$ cat src/sv/enigma_rotor_stage_assert.svh
// ----------------------------------------------------------------------------
// enigma_rotor_stage assertion macros
// Concurrent check wrappers; empty when SYNTHESIS is defined.
// ----------------------------------------------------------------------------
`ifndef ENIGMA_ROTOR_STAGE_ASSERT_SVH
`define ENIGMA_ROTOR_STAGE_ASSERT_SVH

`ifndef SYNTHESIS
// check under reset qualification
`define ERS_ASSERT(label, clk, rst_n, prop) \
    label: assert property (@(posedge clk) disable iff (!(rst_n)) (prop)) \
        else $error("enigma_rotor_stage check failed");
// check on the raw clock, reset included
`define ERS_ASSERT_ALWAYS(label, clk, prop) \
    label: assert property (@(posedge clk) (prop)) \
        else $error("enigma_rotor_stage check failed");
`else
`define ERS_ASSERT(label, clk, rst_n, prop)
`define ERS_ASSERT_ALWAYS(label, clk, prop)
`endif

`endif

$ cat src/sv/enr_pkg.sv
// ----------------------------------------------------------------------------
// enr_pkg
// Shared types, constants and the small modulo helper of the rotor stage.
// ----------------------------------------------------------------------------
package enr_pkg;

    localparam int LETTER_W = 5;
    localparam int SUM_W    = LETTER_W + 1;

    typedef enum logic [1:0] {
        OP_LOAD   = 2'd0,
        OP_ROTATE = 2'd1,
        OP_FWD    = 2'd2,
        OP_BWD    = 2'd3
    } t_op;

    // one port set of a wiring memory
    typedef struct packed {
        logic                we;
        logic [LETTER_W-1:0] waddr;
        logic [LETTER_W-1:0] wdata;
        logic                re;
        logic [LETTER_W-1:0] raddr;
    } t_ram_req;

    // item in flight between lookup issue and result
    typedef struct packed {
        logic                is_pass;
        logic                is_bwd;
        logic [LETTER_W-1:0] offset;
        logic                hit;
    } t_s1;

    // v mod n for v < 64, n in 2..32: restoring reduction, six compare/subtract steps
    function automatic logic [SUM_W-1:0] mod_fold(input logic [SUM_W-1:0] v,
                                                  input logic [SUM_W-1:0] n);
        logic [2*SUM_W-1:0] acc;
        logic [2*SUM_W-1:0] step;
        acc = {{SUM_W{1'b0}}, v};
        for (int k = SUM_W - 1; k >= 0; k--) begin
            step = {{SUM_W{1'b0}}, n} << k;
            if (acc >= step) begin
                acc = acc - step;
            end
        end
        return acc[SUM_W-1:0];
    endfunction

endpackage

$ cat src/sv/enigma_rotor_stage.sv
// ----------------------------------------------------------------------------
// enigma_rotor_stage
// One cipher rotor: wiring load, stepping with notch report, forward and
// backward passes through two wiring RAMs.
// ----------------------------------------------------------------------------
// Takes one item per cycle while not stalled. Each accepted item passes the
// wiring RAM read (one registered read port per map), then the result
// register. A load writes both maps at its acceptance edge, so a pass right
// behind it already sees the new entry. Input stalls only while the result
// register is full and stalled. The notch register may be written at any time
// the block is idle; offset resets to zero, wiring is undefined until loaded.
// ----------------------------------------------------------------------------
`include "enigma_rotor_stage_assert.svh"

module enigma_rotor_stage import enr_pkg::*; #(
    parameter int ALPHABET_SIZE = 26
) (
    input  logic                i_clk,
    input  logic                i_rst_n,
    input  logic                i_cfg_wr_en,
    input  logic [LETTER_W-1:0] i_cfg_wr_data,
    input  logic                i_in_valid,
    output logic                o_in_stall,
    input  logic [1:0]          i_operation,
    input  logic [LETTER_W-1:0] i_entry_index,
    input  logic [LETTER_W-1:0] i_letter,
    output logic                o_out_valid,
    input  logic                i_out_stall,
    output logic [LETTER_W-1:0] o_letter_out,
    output logic                o_notch_hit
);

    localparam int AW = $clog2(ALPHABET_SIZE);

    t_ram_req            fwd_req;
    t_ram_req            inv_req;
    logic [LETTER_W-1:0] fwd_rdata;
    logic [LETTER_W-1:0] inv_rdata;
    logic                s1_vld;
    t_s1                 s1;
    logic                adv;

    enr_issue #(
        .ALPHABET_SIZE (ALPHABET_SIZE)
    ) u_issue (
        .i_clk         (i_clk),
        .i_rst_n       (i_rst_n),
        .i_cfg_wr_en   (i_cfg_wr_en),
        .i_cfg_wr_data (i_cfg_wr_data),
        .i_in_valid    (i_in_valid),
        .o_in_stall    (o_in_stall),
        .i_operation   (i_operation),
        .i_entry_index (i_entry_index),
        .i_letter      (i_letter),
        .i_adv         (adv),
        .o_fwd_req     (fwd_req),
        .o_inv_req     (inv_req),
        .o_s1_vld      (s1_vld),
        .o_s1          (s1)
    );

    enr_ram #(
        .WIDTH (LETTER_W),
        .DEPTH (ALPHABET_SIZE)
    ) u_fwd_ram (
        .i_clk   (i_clk),
        .i_we    (fwd_req.we),
        .i_waddr (fwd_req.waddr[AW-1:0]),
        .i_wdata (fwd_req.wdata),
        .i_re    (fwd_req.re),
        .i_raddr (fwd_req.raddr[AW-1:0]),
        .o_rdata (fwd_rdata)
    );

    enr_ram #(
        .WIDTH (LETTER_W),
        .DEPTH (ALPHABET_SIZE)
    ) u_inv_ram (
        .i_clk   (i_clk),
        .i_we    (inv_req.we),
        .i_waddr (inv_req.waddr[AW-1:0]),
        .i_wdata (inv_req.wdata),
        .i_re    (inv_req.re),
        .i_raddr (inv_req.raddr[AW-1:0]),
        .o_rdata (inv_rdata)
    );

    enr_retire #(
        .ALPHABET_SIZE (ALPHABET_SIZE)
    ) u_retire (
        .i_clk        (i_clk),
        .i_rst_n      (i_rst_n),
        .i_s1_vld     (s1_vld),
        .i_s1         (s1),
        .i_fwd_rdata  (fwd_rdata),
        .i_inv_rdata  (inv_rdata),
        .o_adv        (adv),
        .o_out_valid  (o_out_valid),
        .i_out_stall  (i_out_stall),
        .o_letter_out (o_letter_out),
        .o_notch_hit  (o_notch_hit)
    );

    // input only backs up when the result register is full and held
    `ERS_ASSERT(a_stall_cause, i_clk, i_rst_n, o_in_stall |-> (o_out_valid && i_out_stall))
    // a notch report never carries a letter
    `ERS_ASSERT(a_hit_no_letter, i_clk, i_rst_n, (o_out_valid && o_notch_hit) |-> (o_letter_out == '0))
    // both wiring maps are never read by the same item
    `ERS_ASSERT_ALWAYS(a_one_lookup, i_clk, !(fwd_req.re && inv_req.re))

endmodule

$ cat src/sv/enr_ram.sv
// ----------------------------------------------------------------------------
// enr_ram
// Generic single-write, single-read RAM with registered read data.
// ----------------------------------------------------------------------------
module enr_ram #(
    parameter int WIDTH = 5,
    parameter int DEPTH = 26
) (
    input  logic                     i_clk,
    input  logic                     i_we,
    input  logic [$clog2(DEPTH)-1:0] i_waddr,
    input  logic [WIDTH-1:0]         i_wdata,
    input  logic                     i_re,
    input  logic [$clog2(DEPTH)-1:0] i_raddr,
    output logic [WIDTH-1:0]         o_rdata
);

    logic [WIDTH-1:0] r_mem [DEPTH];
    logic [WIDTH-1:0] r_rdata;

    always_ff @(posedge i_clk) begin
        if (i_we) begin
            r_mem[i_waddr] <= i_wdata;
        end
        if (i_re) begin
            r_rdata <= r_mem[i_raddr];
        end
    end

    assign o_rdata = r_rdata;

endmodule

$ cat src/sv/enr_issue.sv
// ----------------------------------------------------------------------------
// enr_issue
// Input stage: offset and notch registers, wiring writes and lookup reads.
// ----------------------------------------------------------------------------
module enr_issue import enr_pkg::*; #(
    parameter int ALPHABET_SIZE = 26
) (
    input  logic                i_clk,
    input  logic                i_rst_n,
    input  logic                i_cfg_wr_en,
    input  logic [LETTER_W-1:0] i_cfg_wr_data,
    input  logic                i_in_valid,
    output logic                o_in_stall,
    input  logic [1:0]          i_operation,
    input  logic [LETTER_W-1:0] i_entry_index,
    input  logic [LETTER_W-1:0] i_letter,
    input  logic                i_adv,
    output t_ram_req            o_fwd_req,
    output t_ram_req            o_inv_req,
    output logic                o_s1_vld,
    output t_s1                 o_s1
);

    localparam logic [SUM_W-1:0] N_SZ = SUM_W'(ALPHABET_SIZE);

    logic [LETTER_W-1:0] r_offset, n_offset;
    logic [LETTER_W-1:0] r_notch;
    logic                r_s1_vld, n_s1_vld;
    t_s1                 r_s1, n_s1;

    logic                accept;
    t_op                 op;
    logic [SUM_W-1:0]    step_sum;
    logic [SUM_W-1:0]    pos;
    logic                load_ok;

    assign op         = t_op'(i_operation);
    assign o_in_stall = r_s1_vld && !i_adv;
    assign accept     = i_in_valid && !o_in_stall;

    assign step_sum = {1'b0, r_offset} + SUM_W'(1);
    assign pos      = mod_fold({1'b0, i_letter} + {1'b0, r_offset}, N_SZ);
    assign load_ok  = ({1'b0, i_entry_index} < N_SZ) && ({1'b0, i_letter} < N_SZ);

    always_comb begin
        n_offset = r_offset;
        n_s1     = '0;
        o_fwd_req = '0;
        o_inv_req = '0;
        o_fwd_req.waddr = i_entry_index;
        o_fwd_req.wdata = i_letter;
        o_fwd_req.raddr = pos[LETTER_W-1:0];
        o_inv_req.waddr = i_letter;
        o_inv_req.wdata = i_entry_index;
        o_inv_req.raddr = pos[LETTER_W-1:0];
        n_s1.offset = r_offset;
        unique case (op)
            OP_LOAD: begin
                o_fwd_req.we = accept && load_ok;
                o_inv_req.we = accept && load_ok;
            end
            OP_ROTATE: begin
                n_offset = (step_sum == N_SZ) ? '0 : step_sum[LETTER_W-1:0];
                n_s1.hit = (n_offset == r_notch);
            end
            OP_FWD: begin
                o_fwd_req.re = accept;
                n_s1.is_pass = 1'b1;
            end
            OP_BWD: begin
                o_inv_req.re = accept;
                n_s1.is_pass = 1'b1;
                n_s1.is_bwd  = 1'b1;
            end
            default: ;
        endcase
    end

    always_comb begin
        n_s1_vld = r_s1_vld;
        if (accept) begin
            n_s1_vld = 1'b1;
        end else if (i_adv) begin
            n_s1_vld = 1'b0;
        end
    end

    always_ff @(posedge i_clk) begin
        if (!i_rst_n) begin
            r_offset <= '0;
            r_notch  <= '0;
            r_s1_vld <= 1'b0;
        end else begin
            r_s1_vld <= n_s1_vld;
            if (accept) begin
                r_offset <= n_offset;
            end
            if (i_cfg_wr_en) begin
                r_notch <= i_cfg_wr_data;
            end
        end
    end

    always_ff @(posedge i_clk) begin
        if (accept) begin
            r_s1 <= n_s1;
        end
    end

    assign o_s1_vld = r_s1_vld;
    assign o_s1     = r_s1;

endmodule

$ cat src/sv/enr_retire.sv
// ----------------------------------------------------------------------------
// enr_retire
// Result stage: removes the offset from the looked-up letter, holds the result.
// ----------------------------------------------------------------------------
module enr_retire import enr_pkg::*; #(
    parameter int ALPHABET_SIZE = 26
) (
    input  logic                i_clk,
    input  logic                i_rst_n,
    input  logic                i_s1_vld,
    input  t_s1                 i_s1,
    input  logic [LETTER_W-1:0] i_fwd_rdata,
    input  logic [LETTER_W-1:0] i_inv_rdata,
    output logic                o_adv,
    output logic                o_out_valid,
    input  logic                i_out_stall,
    output logic [LETTER_W-1:0] o_letter_out,
    output logic                o_notch_hit
);

    localparam logic [SUM_W-1:0] N_SZ = SUM_W'(ALPHABET_SIZE);

    logic                r_out_vld, n_out_vld;
    logic [LETTER_W-1:0] r_letter, n_letter;
    logic                r_hit, n_hit;

    logic [LETTER_W-1:0] wired;
    logic [SUM_W-1:0]    unshift;
    logic [SUM_W-1:0]    folded;

    assign o_adv = !r_out_vld || !i_out_stall;

    assign wired   = i_s1.is_bwd ? i_inv_rdata : i_fwd_rdata;
    // wired + N - offset stays below 64, so one fold covers the raw entry too
    assign unshift = {1'b0, wired} + N_SZ - {1'b0, i_s1.offset};
    assign folded  = mod_fold(unshift, N_SZ);

    always_comb begin
        n_out_vld = r_out_vld;
        n_letter  = i_s1.is_pass ? folded[LETTER_W-1:0] : '0;
        n_hit     = i_s1.hit;
        if (i_s1_vld && o_adv) begin
            n_out_vld = 1'b1;
        end else if (!i_out_stall) begin
            n_out_vld = 1'b0;
        end
    end

    always_ff @(posedge i_clk) begin
        if (!i_rst_n) begin
            r_out_vld <= 1'b0;
        end else begin
            r_out_vld <= n_out_vld;
        end
    end

    always_ff @(posedge i_clk) begin
        if (i_s1_vld && o_adv) begin
            r_letter <= n_letter;
            r_hit    <= n_hit;
        end
    end

    assign o_out_valid  = r_out_vld;
    assign o_letter_out = r_letter;
    assign o_notch_hit  = r_hit;

endmodule
$ cat config.mk
export PLATFORM = sky130hd
export DESIGN_NAME = enigma_rotor_stage
export DESIGN_NICKNAME = d
export VERILOG_FILES = /design/src/sv/enr_pkg.sv /design/src/sv/enigma_rotor_stage.sv /design/src/sv/enr_ram.sv /design/src/sv/enr_issue.sv /design/src/sv/enr_retire.sv
export VERILOG_INCLUDE_DIRS = /design/src /design/src/sv
export SDC_FILE = /design/constraint.sdc
export NUM_CORES = 1
export LEC_CHECK = 0
export BUFFER_PORTS_ARGS = -buffer_cell sky130_fd_sc_hd__buf_2
export CAP_MARGIN = 20
export CORE_ASPECT_RATIO = 1.4
export CORE_MARGIN = 4
export CORE_UTILIZATION = 55
export DETAILED_ROUTE_END_ITERATION = 7
export HOLD_SLACK_MARGIN = 0.15
export PLACE_DENSITY = 0.77
export SLEW_MARGIN = 25
export SYNTH_ARGS = -nofsm -noshare
export SYNTH_HDL_FRONTEND = slang
export SYNTH_SLANG_ARGS = --single-unit
$ cat constraint.sdc
create_clock -name i_clk -period 11.6 [get_ports i_clk]
set_input_delay 3.48 -clock i_clk [delete_from_list [all_inputs] [get_ports i_clk]]
set_output_delay 3.48 -clock i_clk [all_outputs]
set_load 0.01 [all_outputs]
==> reports/results.txt, run 1 <==
DR iter-0 viols: 1635
Worst path top cell family by delay: compound AO/OA/AOI/OAI gates
post-synthesis sequential area ratio: 59.9%
Sink Count: 296
Worst Path Max Fanout: 33
Fmax: 114 MHz
Buffers & Inverters on Critical Path: 2
CP peak stage delay: 0.67 ns
synthesized flop and latch total: 296
syn avg cell area: 11.9 sq um
fin nets: 1280
CTS tree: yes
number of port buffers: 29
Clock Tree Root: clkbuf_16
Synth Net Count: 1275
Most used DFF post-synth: edfxtp_1
Distinct cells, synth: 78
Post-CTS Setup Bufs: 0
average vias per placed instance: 7.12
count of final hold-check violations: 0
largest net degree at the start of global routing: 60
Worst EP arrival: 9.07 ns
FILL cells: 1983
outcome: finished clean
Post-synth EDFFs: 284
CTS Buf Count: 29
final instance area: 16000 sq um
Req. time, crit path: 11.92 ns
Finish-stage setup viols: 0
slew margin rel.: 33.1%
antenna fix cells: 0
Leak: 5.40 nW
Rows: 70
Worst-path clk slew: 0.06 ns
initial core utilization: 55.9%
max-cap viol count: 0
gpl congestion: 0.908
Congestion Overflow GR: 0
hold crit path type: register to register
Post-Route Skew: 0.00784 ns
Post-DP Area: 15000 sq um
clock buffer depth: 3
DIE WIDTH: 146 um
crit path max-delay cell type: nor2_2
vias in the first global route: 11.1k
post-CTS sizing: 0
Clk Latency, worst-skew pair: 0.57 ns
PD cells: 157 nW/um^2
Setup TNS Final: 0 ns
drt wl/cell: 26.6 um
Post-Synthesis Cell Area: 14600 sq um
Tightest Pin Transition: 0.999 ns
Mapped Cells: 1232
Synth async-reset ratio: 0%
initial antenna violation count: 1
# IOs: 30
post-DP HPWL: 27.8 mm
Worst Setup Path Type: primary input to register
# DRC: 0
die height: 201 um
crit end category: register
Vias: 11.3k
Layout area overhead: 9.36%
crit share post-route: 75.5%
VDD IR max: 0.118 mV
H-tree Lvls: 1
Min Clock Period, post-route: 8.75 ns
fraction of layout instances using a drive strength above 1: 11.6%
die area: 29300 sq um
GRT Total Usage: 28.0%
drt pass-1 iters: 6
first-pass GRT wire length: 64.3 mm
core area: 26200 sq um
fin. max-slew vios: 0
Total Wirelength: 42.1 mm
Synth Warn #: 0
crit-path cells: buf_2, ha_1, a211o_1, nand2_1, xor2_1, ha_1, a211o_1, a21oi_1, or3_4, o211a_1, nor2_1, nor2_2, buf_4, mux2_2, a22oi_1, o32ai_1, a311o_1
hold buffer count at cts: 0
DRT antenna net count: 0
RSZ-0062 raised after global routing: no
crit start category: primary input
[cell usage after synthesis, drive strengths merged (8+ instances only)]
master  instances  area, sq um
o221ai         25          231
ha             19          238
nand3          26          140
mux2i          50          500
o22ai          13         81.3
a21o            8         60.1
xor2            9         86.3
or3            14         92.6
clkbuf         43          161
nor2          100          380
buf            38          221
inv            40          150
o21ai          71          359
a221oi         37          324
o211ai         23          178
edfxtp        284         8530
nor3           32          160
a221o          10          100
o31ai          13         97.6
nand2          92          345
nand2b          8         50.1
a211oi         13          158
dfxtp          12          240
a22oi          26          195
nor2b          15         93.8
a21oi          90          462
[through the flow]
stage / hold WS, ns / instances / setup slack [ns] / utilization [%] / power [mW]
after floorplan: 0.400 / 1232 / 4.39 / - / 1.45
after global placement: 0.407 / 1529 / 2.59 / 57.4 / 1.55
after detailed placement: 0.409 / 1529 / 2.45 / 57.4 / 1.56
after CTS: 0.424 / 1583 / 3.04 / 61.1 / 2.51
after global routing: 0.439 / 1584 / 2.64 / 61.2 / 2.60
final: 0.424 / 1584 / 2.85 / 61.2 / 2.52
[per-layer routing]
| layer | global-route usage [%] | vias up | wire length [um] |
|---|---|---|---|
| li1 | - | 4829 | - |
| met1 | 34.5 | 5388 | 14500 |
| met2 | 47.5 | 872 | 20400 |
| met3 | 4.03 | 187 | 4440 |
| met4 | 15.8 | 0 | 2690 |
| met5 | 0 | - | 0 |
[final timing paths]
check                                        end                              from  cells after the start  slack (ns)
setup / recovery  u_inv_ram.o_rdata[1]$_DFFE_PP_                       i_letter[1]                     17        2.85
hold reg to reg   u_retire.o_notch_hit$_DFFE_PP_     u_issue.o_s1[0]$_SDFFCE_PP0P_                      0        0.42
setup reg to reg  u_inv_ram.o_rdata[1]$_DFFE_PP_  u_issue.r_offset[2]$_SDFFE_PN0P_                     16        5.82
hold / removal    u_retire.o_notch_hit$_DFFE_PP_     u_issue.o_s1[0]$_SDFFCE_PP0P_                      0        0.42
[area by class of cell]
class | instances | area, sq um | share of cell area [%]
Timing Repair Buffer | 55 | 348 | 2.17
Tap cell | 324 | 405 | 2.53
Sequential cell | 296 | 8770 | 54.7
Clock inverter | 22 | 238 | 1.48
Inverter | 41 | 154 | 0.961
Clock buffer | 32 | 737 | 4.60
Multi-Input combinational cell | 814 | 5370 | 33.5
[state kept, by name, summed over array words and instances, names as in the netlist]
signal,count
u_fwd_ram.o_rdata,5
u_fwd_ram.r_mem,130
u_inv_ram.o_rdata,5
u_inv_ram.r_mem,130
u_issue.o_s1,8
u_issue.o_s1_vld,1
u_issue.r_notch,5
u_issue.r_offset,5
u_retire.o_letter_out,5
u_retire.o_notch_hit,1
u_retire.o_out_valid,1
[cell families after synthesis]
logic type	after synthesis	share of synthesized area, %
adders and majority gates	21	1.90
AOI/OAI and AO/OA	396	19.2
and+or+nand+nor	327	10.6
xor gates and xnor gates	15	0.948
muxes	55	3.88
DFF	296	59.9
buffers and inverters	122	3.66
[layout by cell type, fill, tap and decap left out, types with 10 or more instances in the layout]
master	n
or3_1	13
o31ai_1	13
a22oi_1	26
dfxtp_1	12
o22ai_1	13
o21ai_0	63
o211ai_1	22
nand2_1	92
mux2i_1	50
nor2b_1	15
a221o_1	10
o221ai_1	23
clkbuf_16	29
nor3_1	31
a21oi_1	87
nor2_1	96
a221oi_1	37
inv_1	39
buf_4	25
ha_1	18
edfxtp_1	284
nand3_1	24
buf_2	29
[power breakdown]
group | internal, mW | switching [mW]
Combinational | 0.121 | 0.239
Sequential | 1.18 | 0.00670
Clock | 0.552 | 0.418
Total | 1.86 | 0.664
No activity file was read; power rests on OpenSTA's default activity.
==> inputs of run 2 (changes only) <==
--- a/config.mk
+++ b/config.mk
@@ -13,7 +13,7 @@
 export CORE_UTILIZATION = 55
 export DETAILED_ROUTE_END_ITERATION = 7
 export HOLD_SLACK_MARGIN = 0.15
-export PLACE_DENSITY = 0.77
+export PLACE_DENSITY = 0.8
 export SLEW_MARGIN = 25
 export SYNTH_ARGS = -nofsm -noshare
 export SYNTH_HDL_FRONTEND = slang
==> constraint.sdc (replaced) <==
create_clock -name i_clk -period 7.3 [get_ports i_clk]
set_input_delay 2.19 -clock i_clk [delete_from_list [all_inputs] [get_ports i_clk]]
set_output_delay 2.19 -clock i_clk [all_outputs]
set_load 0.01 [all_outputs]
==> run 2 against run 1 <==
Net effect: die area stayed put; non-clock buffer count is 18 higher; combinational power is 63% higher; cell area is 0.40% higher; clock power is 49% higher; utilization is 0.24 points higher; routed wire length is 1.2% higher; sequential power is 59% higher; clock skew is 0.027 ns higher; clock-buffer cell count is 4 higher; register-to-register slack worse by 3.7 ns; worst setup slack worse by 1.8 ns; largest power group unchanged.
==> reports/results.txt, run 2 (synthesis results as in run 1) <==
most common cell after layout, fill and taps aside: edfxtp_1
largest net degree at the start of global routing: 60
DRT antenna net count: 0
max-cap viol count: 0
Setup TNS Final: 0 ns
Leak: 5.46 nW
# DRC: 0
H-tree Lvls: 1
drt pass-1 iters: 6
DR iter-0 viols: 1909
Buffers & Inverters on Critical Path: 2
Layout area overhead: 9.80%
Rows: 70
antenna fix cells: 0
GRT Total Usage: 28.2%
Worst Path Max Fanout: 16
slew margin rel.: 34.1%
Worst path top cell family by delay: compound AO/OA/AOI/OAI gates
Finish-stage setup viols: 0
crit path max-delay cell type: nor2_2
crit-path cells: buf_2, ha_1, or2_2, nand2_1, xor2_1, ha_1, a211o_1, a21oi_1, or3_4, o211a_1, nor2_1, nor2_2, buf_4, mux2i_1, o21ai_0, o211a_1, a311o_1
post-route non-filler standard cell count: 1600
die area: 29300 sq um
fin. max-slew vios: 0
gpl congestion: 0.997
hold buffer count at cts: 0
crit share post-route: 85.8%
initial core utilization: 55.9%
post-DP HPWL: 28.4 mm
VDD IR max: 0.166 mV
CTS tree: yes
initial antenna violation count: 0
CP peak stage delay: 0.54 ns
fraction of layout instances using a drive strength above 1: 12.3%
number of port buffers: 29
outcome: finished clean
Total Wirelength: 42.6 mm
drt wl/cell: 26.6 um
DIE WIDTH: 146 um
vias in the first global route: 11.1k
crit start category: primary input
average vias per placed instance: 7.19
Worst-path clk slew: 0.06 ns
Worst EP arrival: 6.59 ns
fin nets: 1297
commonest non-fill, non-tap cells in the layout: edfxtp_1, nor2_1, nand2_1, a21oi_1, o21ai_0
first-pass GRT wire length: 64.5 mm
Clock Tree Root: clkbuf_16
hold crit path type: register to register
post-CTS sizing: 0
RSZ-0062 raised after global routing: no
die height: 201 um
dpl ws: 0.600 ns
crit end category: register
Post-Route Skew: 0.0350 ns
setup ws final: 1.04 ns
# IOs: 30
clock buffer depth: 3
Vias: 11.5k
Clk Latency, worst-skew pair: 0.58 ns
PD cells: 244 nW/um^2
core area: 26200 sq um
Post-CTS Setup Bufs: 0
Min Clock Period, post-route: 6.26 ns
Req. time, crit path: 7.62 ns
FILL cells: 1944
Tightest Pin Transition: 0.986 ns
Worst Setup Path Type: primary input to register
Congestion Overflow GR: 0
post-layout util: 61.4%
Fmax: 160 MHz
Sink Count: 296
CTS Buf Count: 28
count of final hold-check violations: 0
placed insts: 1548
run 2: changes by cell type in the layout (fill, tap and decap cells not counted), moves of 2 or more:
cell,before,now
clkbuf_1,3,5
clkinv_8,0,2
clkinvlp_4,6,3
clkinv_1,3,5
inv_6,3,0
bufinv_16,4,2
buf_4,25,44
clkbuf_8,0,3
run 2: per-stage QoR:
stage	cell area, sq um	total power [mW]	hold WS [ns]
floorplan	14600	2.30	0.400
global placement	15200	2.48	0.419
detailed placement	15200	2.49	0.417
CTS	16100	3.91	0.431
global route	16100	4.04	0.437
finish	16100	3.93	0.428
run 2: worst paths after layout:
path / startpoint / cells after the start / slack [ns] / end
worst max register to register: u_issue.r_offset[2]$_SDFFE_PN0P_ / 16 / 2.15 / u_inv_ram.o_rdata[1]$_DFFE_PP_
worst min register to register: u_issue.o_s1[0]$_SDFFCE_PP0P_ / 0 / 0.43 / u_retire.o_notch_hit$_DFFE_PP_
worst max-delay path: i_letter[2] / 17 / 1.04 / u_inv_ram.o_rdata[1]$_DFFE_PP_
worst min-delay path: u_issue.o_s1[0]$_SDFFCE_PP0P_ / 0 / 0.43 / u_retire.o_notch_hit$_DFFE_PP_
run 2: where the power goes:
| group | total (mW) | switching (mW) | internal (mW) |
|---|---|---|---|
| clock | 1.45 | 0.640 | 0.811 |
| combinational | 0.587 | 0.387 | 0.200 |
| sequential | 1.89 | 0.0102 | 1.88 |
run 2: worst register-to-register path, cell delays in order, from the launching register on:
cell and delay (ns):
dfxtp_1 0.62, ha_1 0.56, or2_2 0.23, nand2_1 0.10, xor2_1 0.18, ha_1 0.29, a211o_1 0.28, a21oi_1 0.14
or3_4 0.15, o211a_1 0.33, nor2_1 0.13, nor2_2 0.54, buf_4 0.39, mux2i_1 0.32, o21ai_0 0.12, o211a_1 0.28
a311o_1 0.28
run 2: layout make-up:
type	count	area (sq um)	area share (%)
multi-input combinational	814	5370	33.4
clock buffer	36	761	4.73
clock inverter	16	155	0.965
sequential	296	8770	54.5
timing repair buffer	73	475	2.96
inverter	41	154	0.957
tap	324	405	2.52
run 2: per-layer routing:
metal  wire, um  track usage (%)
met5          0                0
met4       3080             17.6
met3       4870             4.80
met2      20100             46.3
met1      14500             34.7
==> inputs of run 3 (changes only) <==
--- a/config.mk
+++ b/config.mk
@@ -10,10 +10,10 @@
 export CAP_MARGIN = 20
 export CORE_ASPECT_RATIO = 1.4
 export CORE_MARGIN = 4
-export CORE_UTILIZATION = 55
+export CORE_UTILIZATION = 57
 export DETAILED_ROUTE_END_ITERATION = 7
 export HOLD_SLACK_MARGIN = 0.15
-export PLACE_DENSITY = 0.8
+export PLACE_DENSITY = 0.82
 export SLEW_MARGIN = 25
 export SYNTH_ARGS = -nofsm -noshare
 export SYNTH_HDL_FRONTEND = slang
==> run 3 against run 2 <==
Net effect: power fell by 1.6%; final cell count decreased by 0.31%; routed wire length is 3.0% higher; worst setup slack worse by 0.12 ns; first-iteration DRC count down 5.6%.
==> reports/results.txt, run 3 (synthesis results as in run 1) <==
fin. max-slew vios: 0
PD cells: 241 nW/um^2
Worst Path Max Fanout: 14
initial antenna violation count: 0
drt pass-1 iters: 8
Total Wirelength: 43.8 mm
initial core utilization: 57.7%
Worst path top cell family by delay: simple AND/OR/NAND/NOR gates
Clock Tree Root: clkbuf_16
VDD IR max: 0.228 mV
Worst EP arrival: 6.64 ns
CTS tree: yes
post-layout util: 63.2%
sequential cell area: 8770 sq um
crit-path cells: buf_2, ha_1, or2_2, nand2_1, xor2_1, ha_1, a211o_1, a21oi_1, or3_4, nand2_1, nand3_2, nand2_1, buf_4, a21oi_1, o311ai_0, o2111ai_1
DRT antenna net count: 0
area of the multi-input gates: 5370 sq um
Buffers & Inverters on Critical Path: 2
# IOs: 30
reg2reg start: u_issue.r_offset[2]$_SDFFE_PN0P_
Vias: 11.5k
outcome: finished clean
max-cap viol count: 0
clock buffer depth: 3
CP peak stage delay: 0.61 ns
slew margin rel.: 27.5%
antenna fix cells: 0
hold crit path type: register to register
hold path startpoint: u_issue.o_s1[0]$_SDFFCE_PP0P_
Min Clock Period, post-route: 6.38 ns
Finish-stage setup viols: 0
count of final hold-check violations: 0
Fmax: 157 MHz
post-CTS sizing: 0
DIE WIDTH: 143 um
Rows: 69
crit share post-route: 87.4%
GRT Total Usage: 30.6%
FILL cells: 1934
Sink Count: 296
post-DP HPWL: 29.9 mm
# DRC: 0
average vias per placed instance: 7.18
most common cell after layout, fill and taps aside: edfxtp_1
commonest non-fill, non-tap cells in the layout: edfxtp_1, nor2_1, nand2_1, a21oi_1, o21ai_0
Post-CTS Setup Bufs: 0
DR iter-0 viols: 1802
CTS Buf Count: 27
H-tree Lvls: 1
Clk Latency, worst-skew pair: 0.55 ns
die height: 198 um
Post-Route Skew: 0.0111 ns
Crit path top cell by count: nand2_1
largest net degree at the start of global routing: 48
Layout area overhead: 9.58%
Worst-path clk slew: 0.06 ns
vias in the first global route: 11.4k
Setup crit start: i_letter[2]
crit path max-delay cell type: nand2_1
gpl congestion: 0.974
drt wl/cell: 27.5 um
Req. time, crit path: 7.56 ns
Setup TNS Final: 0 ns
fin nets: 1304
crit end category: register
fraction of layout instances using a drive strength above 1: 12.3%
Worst Setup Path Type: primary input to register
Leak: 5.46 nW
crit start category: primary input
Tightest Pin Transition: 1.08 ns
first-pass GRT wire length: 66.6 mm
number of port buffers: 29
RSZ-0062 raised after global routing: no
core area: 25400 sq um
die area: 28400 sq um
Congestion Overflow GR: 0
hold buffer count at cts: 0
[run 3: changes by cell type in the layout (fill, tap and decap cells not counted), sizes merged]
| cell | before | now |
|---|---|---|
| buf | 73 | 81 |
| bufinv | 2 | 3 |
| clkbuf | 36 | 33 |
| clkinv | 12 | 8 |
| clkinvlp | 3 | 1 |
[run 3: layer usage]
layer / up-vias / track usage [%] / routed length [um]
li1: 4865 / - / -
met1: 5429 / 37.8 / 14600
met2: 956 / 51.1 / 21400
met3: 203 / 4.92 / 5020
met4: 0 / 17.4 / 2890
met5: - / 0 / 0
[run 3: cell type report]
class	instances	area share, %
clock buffers	33	4.35
well taps	319	2.49
multi-input cells	814	33.5
clock inverters	11	0.795
repair buffers	81	3.34
flip-flops and latches	296	54.6
inverters	41	0.959
[run 3: path summary, 6_finish.rpt]
path / endpoint / slack [ns] / cells past startpoint
hold / removal: u_retire.o_notch_hit$_DFFE_PP_ / 0.42 / 0
setup / recovery: u_fwd_ram.o_rdata[0]$_DFFE_PP_ / 0.92 / 16
hold reg to reg: u_retire.o_notch_hit$_DFFE_PP_ / 0.42 / 0
setup reg to reg: u_fwd_ram.o_rdata[0]$_DFFE_PP_ / 2.03 / 15
[run 3: metrics by stage]
step	cell area (sq um)	instances	hold slack (ns)	worst slack, ns	power (mW)
2_1_floorplan	14600	1232	0.400	1.38	2.30
3_3_place_gp	15200	1551	0.406	0.622	2.48
3_5_place_dp	15200	1551	0.405	0.498	2.50
4_1_cts	16100	1595	0.419	1.07	3.85
5_1_grt	16100	1595	0.429	0.724	3.97
6_report	16100	1595	0.418	0.916	3.87
[run 3: where the power goes]
| part | switching, mW | internal, mW |
|---|---|---|
| registers | 0.0111 | 1.88 |
| clock network | 0.603 | 0.778 |
| logic | 0.389 | 0.204 |
